File: src/hdl/spct_pkg.sv
// Package for the sorted pair count table: widths, defaults, operation codes,
// controller commands and status. No dependencies.
package spct_pkg;
    localparam int unsigned DefEntries   = 1024;
    localparam int unsigned DefNodeBits  = 10;
    localparam int unsigned DefCountBits = 32;
    localparam int unsigned IdxBits      = 10;
    localparam int unsigned UsedBits     = 11;

    localparam logic OP_ADD  = 1'b0;
    localparam logic OP_READ = 1'b1;

    // controller to datapath
    typedef struct packed {
        logic load;       // capture the input transfer
        logic scan_start; // reset scan pointer, issue first read
        logic scan_step;  // advance scan pointer, issue next read
        logic shift_start;// point shift at last entry, issue read
        logic shift_wait; // hold read of entry below shift pointer
        logic shift_step; // write entry k from k-1, step down
        logic write_hit;  // write incremented count at hit
        logic write_new;  // write new entry at insert point
        logic rd_issue;   // issue read for a read item
        logic rd_wait;    // hold read address for a read item
        logic res_hit;    // build results
        logic res_new;
        logic res_full;
        logic res_read;
    } spct_cmd_t;

    // datapath to controller
    typedef struct packed {
        logic is_read;
        logic scan_end;   // pointer reached stored count
        logic cmp_ge;     // registered entry not below the pair
        logic cmp_eq;
        logic is_full;
        logic shift_done; // shift pointer reached insert point
        logic rd_valid;   // read index in range
    } spct_sts_t;
endpackage

File: src/hdl/spct_ctrl.sv
// Controller state machine for the sorted pair count table.
// Depends on spct_pkg.
module spct_ctrl (
    input  logic                aclk,
    input  logic                aresetn,
    input  logic                in_fire,
    output logic                in_ready,
    output logic                res_valid,
    input  logic                res_ready,
    input  spct_pkg::spct_sts_t sts,
    output spct_pkg::spct_cmd_t cmd
);
    import spct_pkg::*;

    typedef enum logic [8:0] {
        ST_IDLE  = 9'b000000001,
        ST_DISP  = 9'b000000010,
        ST_SWAIT = 9'b000000100,
        ST_SCMP  = 9'b000001000,
        ST_SHWT  = 9'b000010000,
        ST_SHIFT = 9'b000100000,
        ST_RWAIT = 9'b001000000,
        ST_RDATA = 9'b010000000,
        ST_OUT   = 9'b100000000
    } state_t;

    state_t state_reg, state_next;

    assign in_ready  = (state_reg == ST_IDLE);
    assign res_valid = (state_reg == ST_OUT);

    always_comb begin
        state_next = state_reg;
        cmd = '0;
        case (state_reg)
            ST_IDLE: begin
                if (in_fire) begin
                    cmd.load = 1'b1;
                    state_next = ST_DISP;
                end
            end
            ST_DISP: begin
                if (sts.is_read) begin
                    cmd.rd_issue = 1'b1;
                    state_next = ST_RWAIT;
                end else begin
                    cmd.scan_start = 1'b1;
                    state_next = ST_SWAIT;
                end
            end
            ST_SWAIT: begin
                state_next = ST_SCMP;
            end
            ST_SCMP: begin
                if (!sts.scan_end && sts.cmp_ge && sts.cmp_eq) begin
                    cmd.write_hit = 1'b1;
                    cmd.res_hit = 1'b1;
                    state_next = ST_OUT;
                end else if (sts.scan_end || sts.cmp_ge) begin
                    if (sts.is_full) begin
                        cmd.res_full = 1'b1;
                        state_next = ST_OUT;
                    end else begin
                        cmd.shift_start = 1'b1;
                        state_next = ST_SHWT;
                    end
                end else begin
                    cmd.scan_step = 1'b1;
                    state_next = ST_SWAIT;
                end
            end
            ST_SHWT: begin
                cmd.shift_wait = 1'b1;
                state_next = ST_SHIFT;
            end
            ST_SHIFT: begin
                if (sts.shift_done) begin
                    cmd.write_new = 1'b1;
                    cmd.res_new = 1'b1;
                    state_next = ST_OUT;
                end else begin
                    cmd.shift_step = 1'b1;
                    state_next = ST_SHWT;
                end
            end
            ST_RWAIT: begin
                cmd.rd_wait = 1'b1;
                state_next = ST_RDATA;
            end
            ST_RDATA: begin
                cmd.res_read = 1'b1;
                state_next = ST_OUT;
            end
            ST_OUT: begin
                if (res_ready) begin
                    state_next = ST_IDLE;
                end
            end
            default: begin
                state_next = ST_IDLE;
            end
        endcase
    end

    always_ff @(posedge aclk) begin
        if (!aresetn) begin
            state_reg <= ST_IDLE;
        end else begin
            state_reg <= state_next;
        end
    end

    as_onehot: assert property (@(posedge aclk) disable iff (!aresetn) $onehot(state_reg))
        else $error("state not one-hot");
    as_load_idle: assert property (@(posedge aclk) disable iff (!aresetn)
        cmd.load |-> in_ready) else $error("load outside idle");
    as_out_hold: assert property (@(posedge aclk) disable iff (!aresetn)
        res_valid && !res_ready |=> res_valid) else $error("result dropped");
endmodule

File: config.mk
export PLATFORM = sky130hd
export DESIGN_NAME = spct_ctrl
export DESIGN_NICKNAME = d
export VERILOG_FILES = /design/src/hdl/spct_pkg.sv /design/src/hdl/spct_ctrl.sv
export SDC_FILE = /design/constraint.sdc
export NUM_CORES = 1
export LEC_CHECK = 0
export ABC_AREA = 0
export BUFFER_PORTS_ARGS = -buffer_cell sky130_fd_sc_hd__buf_4
export CAP_MARGIN = 0
export CELL_PAD_IN_SITES_DETAIL_PLACEMENT = 1
export CELL_PAD_IN_SITES_GLOBAL_PLACEMENT = 2
export CORE_ASPECT_RATIO = 0.7
export CORE_MARGIN = 2
export CORE_UTILIZATION = 23
export CTS_BUF_LIST = sky130_fd_sc_hd__clkbuf_4 sky130_fd_sc_hd__clkbuf_8
export DETAILED_ROUTE_END_ITERATION = 8
export PLACE_DENSITY = 0.86
export SYNTH_ARGS = -nofsm -noshare
export SYNTH_HDL_FRONTEND = slang
export SYNTH_SLANG_ARGS = --single-unit
File: constraint.sdc
create_clock -name aclk -period 1.7 [get_ports aclk]
set_clock_uncertainty 0.05 [all_clocks]
set_input_delay 0.34 -clock aclk [delete_from_list [all_inputs] [get_ports aclk]]
set_output_delay 0.34 -clock aclk [all_outputs]
set_load 0.1 [all_outputs]
# After elaboration in Yosys (flattened, before gate mapping)
# Cells that the tools add are included.
[word_totals]
regBits = 9
latchBits = 0
mem_bits_rw = 0
mem_bits_ro = 0
inputBits = 11
out_inout_bits = 16
word_cells = 49
memories = 0
[op_classes]
addsub = 0
n_mul = 0
div = 0
n_lt_le_gt_ge = 0
n_eq_ne = 11
shift = 0
muxes = 32
bitwise_logic = 0
n_reduce_logical = 5
[op_table]
columns = ["op", "count"]
rows = [
  ["$pmux W9 S9", 1],
  ["$mux W9", 6],
  ["$mux W1", 22],
  ["$eq A9 B1 Y1 const B", 1],
  ["$eq A9 B2 Y1 const B", 1],
  ["$eq A9 B3 Y1 const B", 1],
  ["$eq A9 B4 Y1 const B", 1],
  ["$eq A9 B5 Y1 const B", 1],
  ["$eq A9 B6 Y1 const B", 1],
  ["$eq A9 B7 Y1 const B", 1],
  ["$eq A9 B8 Y1 const B", 1],
  ["$eq A9 B9 Y1 const B", 1],
  ["$mux W7", 1],
  ["$mux W2", 2],
  ["$logic_and A1 B1 Y1", 2],
  ["$ne A2 B1 Y1 const B", 1],
  ["$ne A2 B2 Y1 const B", 1],
  ["$reduce_and A2 Y1", 1],
  ["$logic_not A1 Y1", 1],
  ["$logic_or A1 B1 Y1", 1],
]

# Logic depth before layout (Yosys ltp)
# Gate-level depths: netlist of the first run.
[depth]
word_depth = 5
mapped_depth = 5
ltp_nobuf = 4

# Worst setup path before layout of the first run
# OpenSTA, ideal clock, no wires.
[synth_path]
path_type = "register -> register"
from = "reg state_reg[0]"
to = "reg state_reg[4]"
setup_ns = 0.072
t_arrival_ns = 4.361
t_required_ns = 1.578
setup_slack_ns = -2.783
stages_incl_launch_ff = 5
path_buffers = 0
period_less_slack_ns = 4.483
path_cell_list = "dfxtp_1 > nor4_1 > nand2_1 > nor4b_1 > o21ba_1"
[synth_via]
elab_chain_cells = 3
word_cells_on_any_way = 13
classes_between = "11 x eq/ne; 1 x mux; 1 x reduce/logical"
[synth_lines]
columns = ["element", "line_no", "rtl"]
rows = [
  ["from (decl)", "spct_ctrl.sv:27", "state_t state_reg, state_next;"],
  ["from (signal assigned)", "spct_ctrl.sv:109", "state_reg <= state_next;"],
  ["$eq A9 B9 Y1 / $eq A9 B1 Y1 (equally long branches)", "spct_ctrl.sv:35", "case (state_reg)"],
  ["$ne A2 B1 Y1 (no source line) / $ne A2 B2 Y1 (equally long branches)", "-", ""],
  ["$reduce_and A2 Y1 (no source line)", "-", ""],
]
# Several ways; a longest one is shown, not always the timed one.
# A chain may end at the register's enable or synchronous reset.

==> results of run 1 <==
cell type report:
cell class | instances | area [um2] | share of cell area [%]
clock buffers | 3 | 41.3 | 2.52
clock inverters | 1 | 5.00 | 0.306
inverters | 8 | 52.6 | 3.21
multi-input cells | 58 | 569 | 34.8
flip-flops and latches | 9 | 188 | 11.5
well taps | 34 | 42.5 | 2.60
repair buffers | 68 | 739 | 45.1
Yosys cell counts, drive strengths merged:
| library cell | n |
|---|---|
| o221ai | 1 |
| nand4 | 2 |
| a211o | 1 |
| nand4b | 1 |
| inv | 8 |
| or4 | 3 |
| and2 | 2 |
| dfxtp | 9 |
| nor4 | 3 |
| o21ba | 1 |
| nor3b | 2 |
| nand3b | 2 |
| a31oi | 2 |
| or2 | 1 |
| or3b | 1 |
| a221o | 1 |
| nor2 | 8 |
| o22ai | 1 |
| nor4b | 2 |
| o21ai | 2 |
| a21o | 1 |
| a31o | 1 |
| nand3 | 1 |
| xnor2 | 1 |
| or3 | 1 |
| nor3 | 4 |
| nand2 | 3 |
| nor2b | 3 |
| and3 | 2 |
| nand2b | 1 |
| o21a | 1 |
| a21oi | 2 |
| and2b | 1 |
| buf | 2 |
metal layers:
layer  vias to the layer above  GRT usage, %
li1                        425             -
met1                       442          23.4
met2                        33          42.4
met3                         8          5.76
met4                         0          9.58
met5                         -             0
final timing paths:
check,start,to,cells past startpoint
setup / recovery,state_reg[0]$_SDFFE_PN1P_,cmd[0],5
hold / removal,aresetn,state_reg[1]$_SDFFE_PN0P_,2
setup reg to reg,state_reg[0]$_SDFFE_PN1P_,state_reg[7]$_SDFFE_PN0P_,7
hold reg to reg,state_reg[3]$_SDFFE_PN0P_,state_reg[3]$_SDFFE_PN0P_,3
through the flow:
step	area [um2]	std cells
floorplan	762	77
global placement	1150	160
detailed placement	1150	160
CTS	1540	174
global route	1640	181
finish	1640	181
power by group:
part	internal (mW)	leakage, nW	switching [mW]
Sequential	0.218	0.0751	0.00373
Clock	0.161	0.0255	0.0978
Combinational	0.158	0.534	0.168
kinds of logic (layout without fill, tap and decap cells):
kind of cell | Yosys count | count (layout) | synth area share, %
flip-flops | 9 | 9 | 29.3
AO/OA/AOI/OAI | 14 | 14 | 19.1
buffers and inverters | 10 | 80 | 7.32
XOR/XNOR | 1 | 1 | 1.42
AND/OR/NAND/NOR | 43 | 43 | 42.9
repair_timing:
| action | 4_1_cts | 5_1_grt |
|---|---|---|
| cloned | 0 | 0 |
| endpoints found under the setup margin | 24 | 24 |
| buffers inserted | 10 | 8 |
| pin swaps | 16 | 10 |
| resized for setup | 67 | 8 |
| hold endpoints to repair | 0 | 0 |
layout by cell type (no fill, tap or decap), types with 2 or more instances in the layout:
cell        instances
buf_6              11
nand2_1             2
nor4_4              2
clkinvlp_4          6
nor2_4              2
a21oi_1             2
nand3b_1            2
nor2b_1             3
nor3_4              2
or4_4               3
inv_1               2
buf_4              42
buf_12             15
nor3b_4             2
dfxtp_2             6
and3_4              2
nand4_1             2
dfxtp_1             3
clkbuf_8            3
nor2_1              5
critical path, delay by kind of cell (launching register included):
kind                   cells  cell delay [ps]
flip-flops                 1              310
buffers and inverters      2              350
AND/OR/NAND/NOR            3             1110
==> impl_metrics.env, run 1 <==
export IMPL_synthCells=77
export IMPL_worstSetupPathType="reg2out"
export IMPL_num_vias=908
export IMPL_start_kind="flip-flop"
export IMPL_insertion_delay_ps=240
export IMPL_pin_count=27
export IMPL_drt_pass1_iter_count=4
export IMPL_cts_htree_levels=1
export IMPL_powerDensity_mw_per_mm2=492
export IMPL_crit_path_max_incr_delay_ps=540
export IMPL_wl_met3_um=194
export IMPL_largest_reg_flops=9
export IMPL_grt_ovfl_total=0
export IMPL_clkTransAtPathRegs_ps=50
export IMPL_nNetsFinal=159
export IMPL_cts_tree="built"
export IMPL_crit_slowest_cell="or4_4"
export IMPL_dr_wl_met2_um=1660
export IMPL_irDropWorstVdd_mv=0.257
export IMPL_rows=15
export IMPL_track_usage_pct=22.0
export IMPL_reg2reg_slack_ps=-540
export IMPL_cts_sinks=9
export IMPL_dp_worst_setup_slack_ps=-469
export IMPL_drt_initial_drc_count=21
export IMPL_yosys_area_top_type="dfxtp_1"
export IMPL_drt_met1_wl_um=1310
export IMPL_syn_to_final_growth_pct=166
export IMPL_power_total_uw=807
export IMPL_die_width_um=65.8
export IMPL_crit_fanout=2
export IMPL_violations="negative setup slack"
export IMPL_core_area_mm2=0.00250
export IMPL_synth_seq_cells=9
export IMPL_top_layer_used="met4"
export IMPL_crit_path_frequent_cell="or4_4"
export IMPL_dpl_hpwl_um=1910
export IMPL_drt_vias_per_instance=5.02
export IMPL_leakage_nw=0.634
export IMPL_syn_avg_cell_area_um2=7.99
export IMPL_grt_pass1_wl_um=4860
export IMPL_cp_required_ps=1310
export IMPL_max_freq_mhz=416
export IMPL_synth_top_area_share_pct=29.3
export IMPL_ys_warnings_count=0
export IMPL_hold_violations=0
export IMPL_gp_congestion=0.759
export IMPL_setup_viol=24
export IMPL_clockBufferDepth=2
export IMPL_antenna_found_initial=0
export IMPL_drt_total_wl_um=3250
export IMPL_hp_class="in2reg"
export IMPL_antennaDiodeCount=0
export IMPL_rsz0062_at_grt="true"
export IMPL_syn_cell_area_um2=616
export IMPL_synthTopCellsByArea="dfxtp_1, inv_1, nor2_1"
export IMPL_ys_types=36
export IMPL_worst_pin_slew_ps=343
export IMPL_cp_cell_sequence="or4_4 > or4_4 > buf_4 > nor2_4 > buf_12"
export IMPL_relSlewSlack_pct=77.0
export IMPL_synthesis_nets=88
export IMPL_fin_tns_setup_ps=-11740
export IMPL_endpoint_kind="primary output"
export IMPL_avgRoutedWirePerCell_um=17.9
export IMPL_whs_ps=337
export IMPL_min_period_ps=2400
export IMPL_cts_root_buf="clkbuf_8"
export IMPL_drc=0
export IMPL_holdBufCountCts=0
export IMPL_layout_setup_ws_ps=-702
export IMPL_fill_cells=267
export IMPL_min_period_over_period_pct=141
export IMPL_die_y_um=47.3
export IMPL_drv_slew=0
export IMPL_initial_core_util_pct=24.7
export IMPL_drive_above_1_share_pct=74.8
export IMPL_ant_nets=0
export IMPL_io_buffers=25
export IMPL_cts_buffers_inserted=3
export IMPL_die_area_mm2=0.00311
export IMPL_grt_pass1_vias=987
export IMPL_grt_max_degree=8
export IMPL_arrival_ps=2010
export IMPL_yosysSeqAreaShare_pct=29.3
export IMPL_final_util_pct=65.6
export IMPL_status="finished, violations left"
export IMPL_max_cap_violations=0
Note: power is estimated with default switching activity, not from simulation.
==> run 2, diff against run 1 <==
==> constraint.sdc (replaced) <==
create_clock -name aclk -period 1.7 [get_ports aclk]
set_clock_uncertainty 0.05 [all_clocks]
set_input_delay 0.51 -clock aclk [delete_from_list [all_inputs] [get_ports aclk]]
set_output_delay 0.51 -clock aclk [all_outputs]
set_load 0.1 [all_outputs]
==> impl_metrics.env, run 2 (synthesized netlist as in run 1, its figures left out) <==
export IMPL_status="finished, violations left"
export IMPL_violations="negative setup slack"
export IMPL_p_seq_share_pct=26.4
export IMPL_crit_path_frequent_cell="or4_4"
export IMPL_hp_class="in2reg"
export IMPL_leakage_nw=0.683
export IMPL_cts_tree="built"
export IMPL_powerDensity_mw_per_mm2=488
export IMPL_nNetsFinal=167
export IMPL_min_period_ps=2580
export IMPL_whs_ps=529
export IMPL_comb_power_share_pct=41.7
export IMPL_cp_required_ps=1140
export IMPL_max_cap_violations=0
export IMPL_track_usage_pct=24.8
export IMPL_drv_slew=0
export IMPL_grt_ovfl_total=0
export IMPL_drt_pass1_iter_count=4
export IMPL_cts_buffers_inserted=3
export IMPL_clockBufferDepth=2
export IMPL_crit_family="simple AND/OR/NAND/NOR gates"
export IMPL_sw_frac_of_total_pct=32.6
export IMPL_insertion_delay_ps=240
export IMPL_crit_slowest_cell="or4_4"
export IMPL_hold_violations=0
export IMPL_grt_pass1_vias=1058
export IMPL_cts_root_buf="clkbuf_8"
export IMPL_avgRoutedWirePerCell_um=18.6
export IMPL_power_total_uw=837
export IMPL_crit_fanout=2
export IMPL_rsz0062_at_grt="true"
export IMPL_final_common_cell="buf_4"
export IMPL_initial_core_util_pct=24.7
export IMPL_final_util_pct=68.7
export IMPL_pwr_share_clk_pct=31.9
export IMPL_layout_setup_ws_ps=-878
export IMPL_mostFrequentLayoutCells="buf_4, buf_12, buf_6, clkinvlp_4, dfxtp_2"
export IMPL_drt_initial_drc_count=19
export IMPL_worst_pin_slew_ps=465
export IMPL_max_freq_mhz=388
export IMPL_drive_above_1_share_pct=78.1
export IMPL_syn_to_final_growth_pct=179
export IMPL_crit_path_max_incr_delay_ps=550
export IMPL_core_area_mm2=0.00250
export IMPL_die_y_um=47.3
export IMPL_holdBufCountCts=0
export IMPL_setup_viol=24
export IMPL_antennaDiodeCount=0
export IMPL_grt_pass1_wl_um=5420
export IMPL_irDropWorstVdd_mv=0.353
export IMPL_drc=0
export IMPL_ant_nets=0
export IMPL_start_kind="flip-flop"
export IMPL_io_buffers=25
export IMPL_rows=15
export IMPL_drt_total_wl_um=3520
export IMPL_cts_htree_levels=1
export IMPL_endpoint_kind="primary output"
export IMPL_dpl_hpwl_um=2000
export IMPL_drt_vias_per_instance=4.99
export IMPL_antenna_found_initial=0
export IMPL_die_area_mm2=0.00311
export IMPL_path_buf_inv=1
export IMPL_die_width_um=65.8
export IMPL_pin_count=27
export IMPL_min_period_over_period_pct=152
export IMPL_clkTransAtPathRegs_ps=50
export IMPL_largest_reg_flops=9
export IMPL_grt_max_degree=8
export IMPL_gp_congestion=0.793
export IMPL_cp_cell_sequence="or4_4 > or4_4 > nor3b_4 > buf_12"
export IMPL_num_vias=943
export IMPL_switchingPower_uw=273
export IMPL_cts_sinks=9
export IMPL_p_int_uw=564
export IMPL_relSlewSlack_pct=69.0
export IMPL_worstSetupPathType="reg2out"
export IMPL_arrival_ps=2020
## run 2: changes by cell type in the layout (fill, tap and decap cells not counted)
| cell | previous run | this run |
|---|---|---|
| buf_4 | 42 | 48 |
| buf_6 | 11 | 13 |
| a21oi_1 | 2 | 1 |
| a21oi_2 | 0 | 1 |
| clkbuf_4 | 0 | 1 |
| clkinv_2 | 1 | 0 |
| dfxtp_1 | 3 | 2 |
| dfxtp_4 | 0 | 1 |
| nor2_1 | 5 | 4 |
| nor2_2 | 1 | 2 |
| nor2b_1 | 3 | 2 |
| nor2b_2 | 0 | 1 |
| nor3_1 | 1 | 2 |
| nor3_2 | 1 | 0 |
## run 2: worst paths after layout
check	start	end	slack, ps	cells after the start
setup / recovery	state_reg[0]$_SDFFE_PN1P_	res_valid	-880	4
hold / removal	aresetn	state_reg[1]$_SDFFE_PN0P_	530	2
setup reg to reg	state_reg[0]$_SDFFE_PN1P_	state_reg[0]$_SDFFE_PN1P_	-570	8
hold reg to reg	state_reg[2]$_SDFFE_PN0P_	state_reg[3]$_SDFFE_PN0P_	630	2
## run 2: area by class of cell
cell class | count | area [um2]
clock buffers | 4 | 48.8
fillers | 260 | 781
inverters | 8 | 52.6
multi-input cells | 58 | 573
flip-flops and latches | 9 | 191
well taps | 34 | 42.5
repair buffers | 76 | 807
## run 2: through the flow
stage          area, um2  worst slack [ps]  cells  TNS [ps]
2_1_floorplan        779             -1060     77    -10190
3_3_place_gp        1190              -625    164     -8150
3_5_place_dp        1190              -653    164     -9230
4_1_cts             1670              -829    186    -12880
5_1_grt             1720              -889    189    -14810
6_report            1720              -878    189    -13880
## run 2: metal layers
| layer | track usage, % | routed length (um) |
|---|---|---|
| met3 | 7.67 | 240 |
| met1 | 26.8 | 1460 |
| met5 | 0 | 0 |
| met4 | 7.08 | 51 |
| met2 | 48.3 | 1770 |
## run 2: what timing repair did
item,in CTS,in global routing
endpoints found under the hold margin,0,0
gates cloned,0,0
buffers inserted,18,9
pin swaps,14,9
endpoints found under the setup margin,24,24
resized for setup,71,10
## run 2: power by group through the flow
stage | logic, mW | registers (mW) | clock network, mW
floorplan | 0.137 | 0.225 | 0
CTS | 0.308 | 0.220 | 0.272
finish | 0.349 | 0.221 | 0.267
global route | 0.363 | 0.221 | 0.281
detailed placement | 0.242 | 0.223 | 0
global placement | 0.234 | 0.222 | 0
==> run 3, diff against run 2 <==
--- a/config.mk
+++ b/config.mk
@@ -12,10 +12,10 @@
 export CELL_PAD_IN_SITES_GLOBAL_PLACEMENT = 2
 export CORE_ASPECT_RATIO = 0.7
 export CORE_MARGIN = 2
-export CORE_UTILIZATION = 23
+export CORE_UTILIZATION = 25
 export CTS_BUF_LIST = sky130_fd_sc_hd__clkbuf_4 sky130_fd_sc_hd__clkbuf_8
 export DETAILED_ROUTE_END_ITERATION = 8
-export PLACE_DENSITY = 0.86
+export PLACE_DENSITY = 0.88
 export SYNTH_ARGS = -nofsm -noshare
 export SYNTH_HDL_FRONTEND = slang
 export SYNTH_SLANG_ARGS = --single-unit
==> constraint.sdc (replaced) <==
create_clock -name aclk -period 2.8 [get_ports aclk]
set_clock_uncertainty 0.05 [all_clocks]
set_input_delay 0.84 -clock aclk [delete_from_list [all_inputs] [get_ports aclk]]
set_output_delay 0.84 -clock aclk [all_outputs]
set_load 0.1 [all_outputs]
==> impl_metrics.env, run 3 (synthesized netlist as in run 1, its figures left out) <==
export IMPL_reg2reg_depth=5
export IMPL_clkTransAtPathRegs_ps=70
export IMPL_final_common_cell="buf_4"
export IMPL_avgRoutedWirePerCell_um=14.5
export IMPL_pwr_share_clk_pct=28.7
export IMPL_syn_to_final_growth_pct=74.0
export IMPL_pin_count=27
export IMPL_cts_buffers_inserted=3
export IMPL_final_cells=144
export IMPL_crit_family="simple AND/OR/NAND/NOR gates"
export IMPL_min_to="state_reg[3]$_SDFFE_PN0P_"
export IMPL_comb_power_share_pct=34.1
export IMPL_drive_above_1_share_pct=48.2
export IMPL_die_area_mm2=0.00288
export IMPL_gp_congestion=0.740
export IMPL_core_area_mm2=0.00224
export IMPL_holdBufCountCts=0
export IMPL_max_freq_mhz=339
export IMPL_r2r_start="state_reg[0]$_SDFFE_PN1P_"
export IMPL_grt_ovfl_total=0
export IMPL_mostFrequentLayoutCells="buf_4, inv_1, nor2_1, dfxtp_1, buf_6"
export IMPL_p_int_uw=230
export IMPL_crit_fanout=3
export IMPL_antennaDiodeCount=0
export IMPL_cts_htree_levels=1
export IMPL_crit_path_max_incr_delay_ps=530
export IMPL_hold_violations=0
export IMPL_max_cap_violations=0
export IMPL_antenna_found_initial=0
export IMPL_drt_total_wl_um=2090
export IMPL_drv_slew=0
export IMPL_io_buffers=25
export IMPL_drc=0
export IMPL_worstSetupPathType="reg2out"
export IMPL_leakage_nw=0.449
export IMPL_status="finished, violations left"
export IMPL_placed_area_um2=952
export IMPL_cp_required_ps=1910
export IMPL_largest_reg_flops=9
export IMPL_rows=14
export IMPL_drt_pass1_iter_count=5
export IMPL_track_usage_pct=15.7
export IMPL_grt_pass1_wl_um=3480
export IMPL_reg2reg_slack_ps=680
export IMPL_min_period_ps=2950
export IMPL_p_seq_share_pct=37.2
export IMPL_cts_root_buf="clkbuf_4"
export IMPL_nNetsFinal=124
export IMPL_cp_cell_sequence="or4_4 > or4_4 > nor3b_4 > buf_12"
export IMPL_violations="negative setup slack"
export IMPL_clockBufferDepth=2
export IMPL_whs_path_depth=1
export IMPL_min_period_over_period_pct=105
export IMPL_cts_tree="built"
export IMPL_final_cell_area_mm2=0.00107
export IMPL_hp_class="reg2reg"
export IMPL_setup_viol=6
export IMPL_ant_nets=0
export IMPL_dpl_hpwl_um=1680
export IMPL_switchingPower_uw=132
export IMPL_die_width_um=63.3
export IMPL_start_kind="flip-flop"
export IMPL_path_buf_inv=1
export IMPL_endpoint_kind="primary output"
export IMPL_layout_setup_ws_ps=-152
export IMPL_powerDensity_mw_per_mm2=338
export IMPL_r2r_end="state_reg[4]$_SDFFE_PN0P_"
export IMPL_cts_sinks=9
export IMPL_irDropWorstVdd_mv=0.140
export IMPL_die_y_um=45.5
export IMPL_initial_core_util_pct=27.5
export IMPL_grt_pass1_vias=731
export IMPL_crit_path_frequent_cell="or4_4"
export IMPL_power_total_uw=361
export IMPL_insertion_delay_ps=260
export IMPL_dp_cells=137
export IMPL_drt_initial_drc_count=13
export IMPL_crit_slowest_cell="or4_4"
export IMPL_worst_pin_slew_ps=436
export IMPL_relSlewSlack_pct=70.9
export IMPL_drt_vias_per_instance=5.03
export IMPL_sw_frac_of_total_pct=36.4
export IMPL_arrival_ps=2060
export IMPL_hold_path_startpoint="state_reg[3]$_SDFFE_PN0P_"
export IMPL_num_vias=725
export IMPL_rsz0062_at_grt="true"
export IMPL_grt_max_degree=9
## run 3: area by class of cell
type,count,area [um2]
Fill cell,274,1170
Multi-Input combinational cell,58,474
Clock buffer,3,22.5
Inverter,8,33.8
Sequential cell,9,188
Timing Repair Buffer,33,308
Tap cell,32,40.0
Clock inverter,1,5.00
## run 3: per-stage QoR
stage / utilization, % / hold WS [ps] / TNS [ps] / setup slack, ps
after detailed placement: 42.5 / 501 / 0 / 59.5
after global routing: 47.8 / 543 / -917 / -188
after global placement: 42.5 / 462 / 0 / 79.6
after floorplan: - / 447 / -897 / -294
final: 47.8 / 524 / -343 / -152
after CTS: 46.5 / 510 / -368 / -152
## run 3: routing by layer
layer / vias to the layer above / GRT usage (%) / wire length (um)
met3: 0 / 5.45 / 153
met5: - / 0 / 0
met1: 342 / 18.2 / 938
met2: 26 / 29.1 / 1000
li1: 357 / - / -
met4: 0 / 2.61 / 0
## run 3: how the worst max path moves through the flow
stage	startpoint	end	slack, ps	cells past startpoint
after floorplan	state_reg[0]$_SDFFE_PN1P_	res_valid	-290	3
after global placement	state_reg[0]$_SDFFE_PN1P_	res_valid	80	4
after detailed placement	state_reg[0]$_SDFFE_PN1P_	res_valid	60	4
after CTS	state_reg[0]$_SDFFE_PN1P_	res_valid	-150	4
after global routing	state_reg[1]$_SDFFE_PN0P_	cmd[6]	-190	7
final	state_reg[0]$_SDFFE_PN1P_	res_valid	-150	4
## run 3: what timing repair did
item	CTS	global route
endpoints found under the setup margin	6	9
hold endpoints to repair	0	0
buffers inserted	2	1
pin swaps	1	1
gates resized for setup	12	6
## run 3: power groups by stage
stage / Clock (mW) / Combinational, mW / Sequential [mW]
after floorplan: 0 / 0.0781 / 0.138
after global placement: 0 / 0.114 / 0.138
after CTS: 0.108 / 0.124 / 0.134
after detailed placement: 0 / 0.117 / 0.138
after global routing: 0.113 / 0.132 / 0.134
final: 0.104 / 0.123 / 0.134
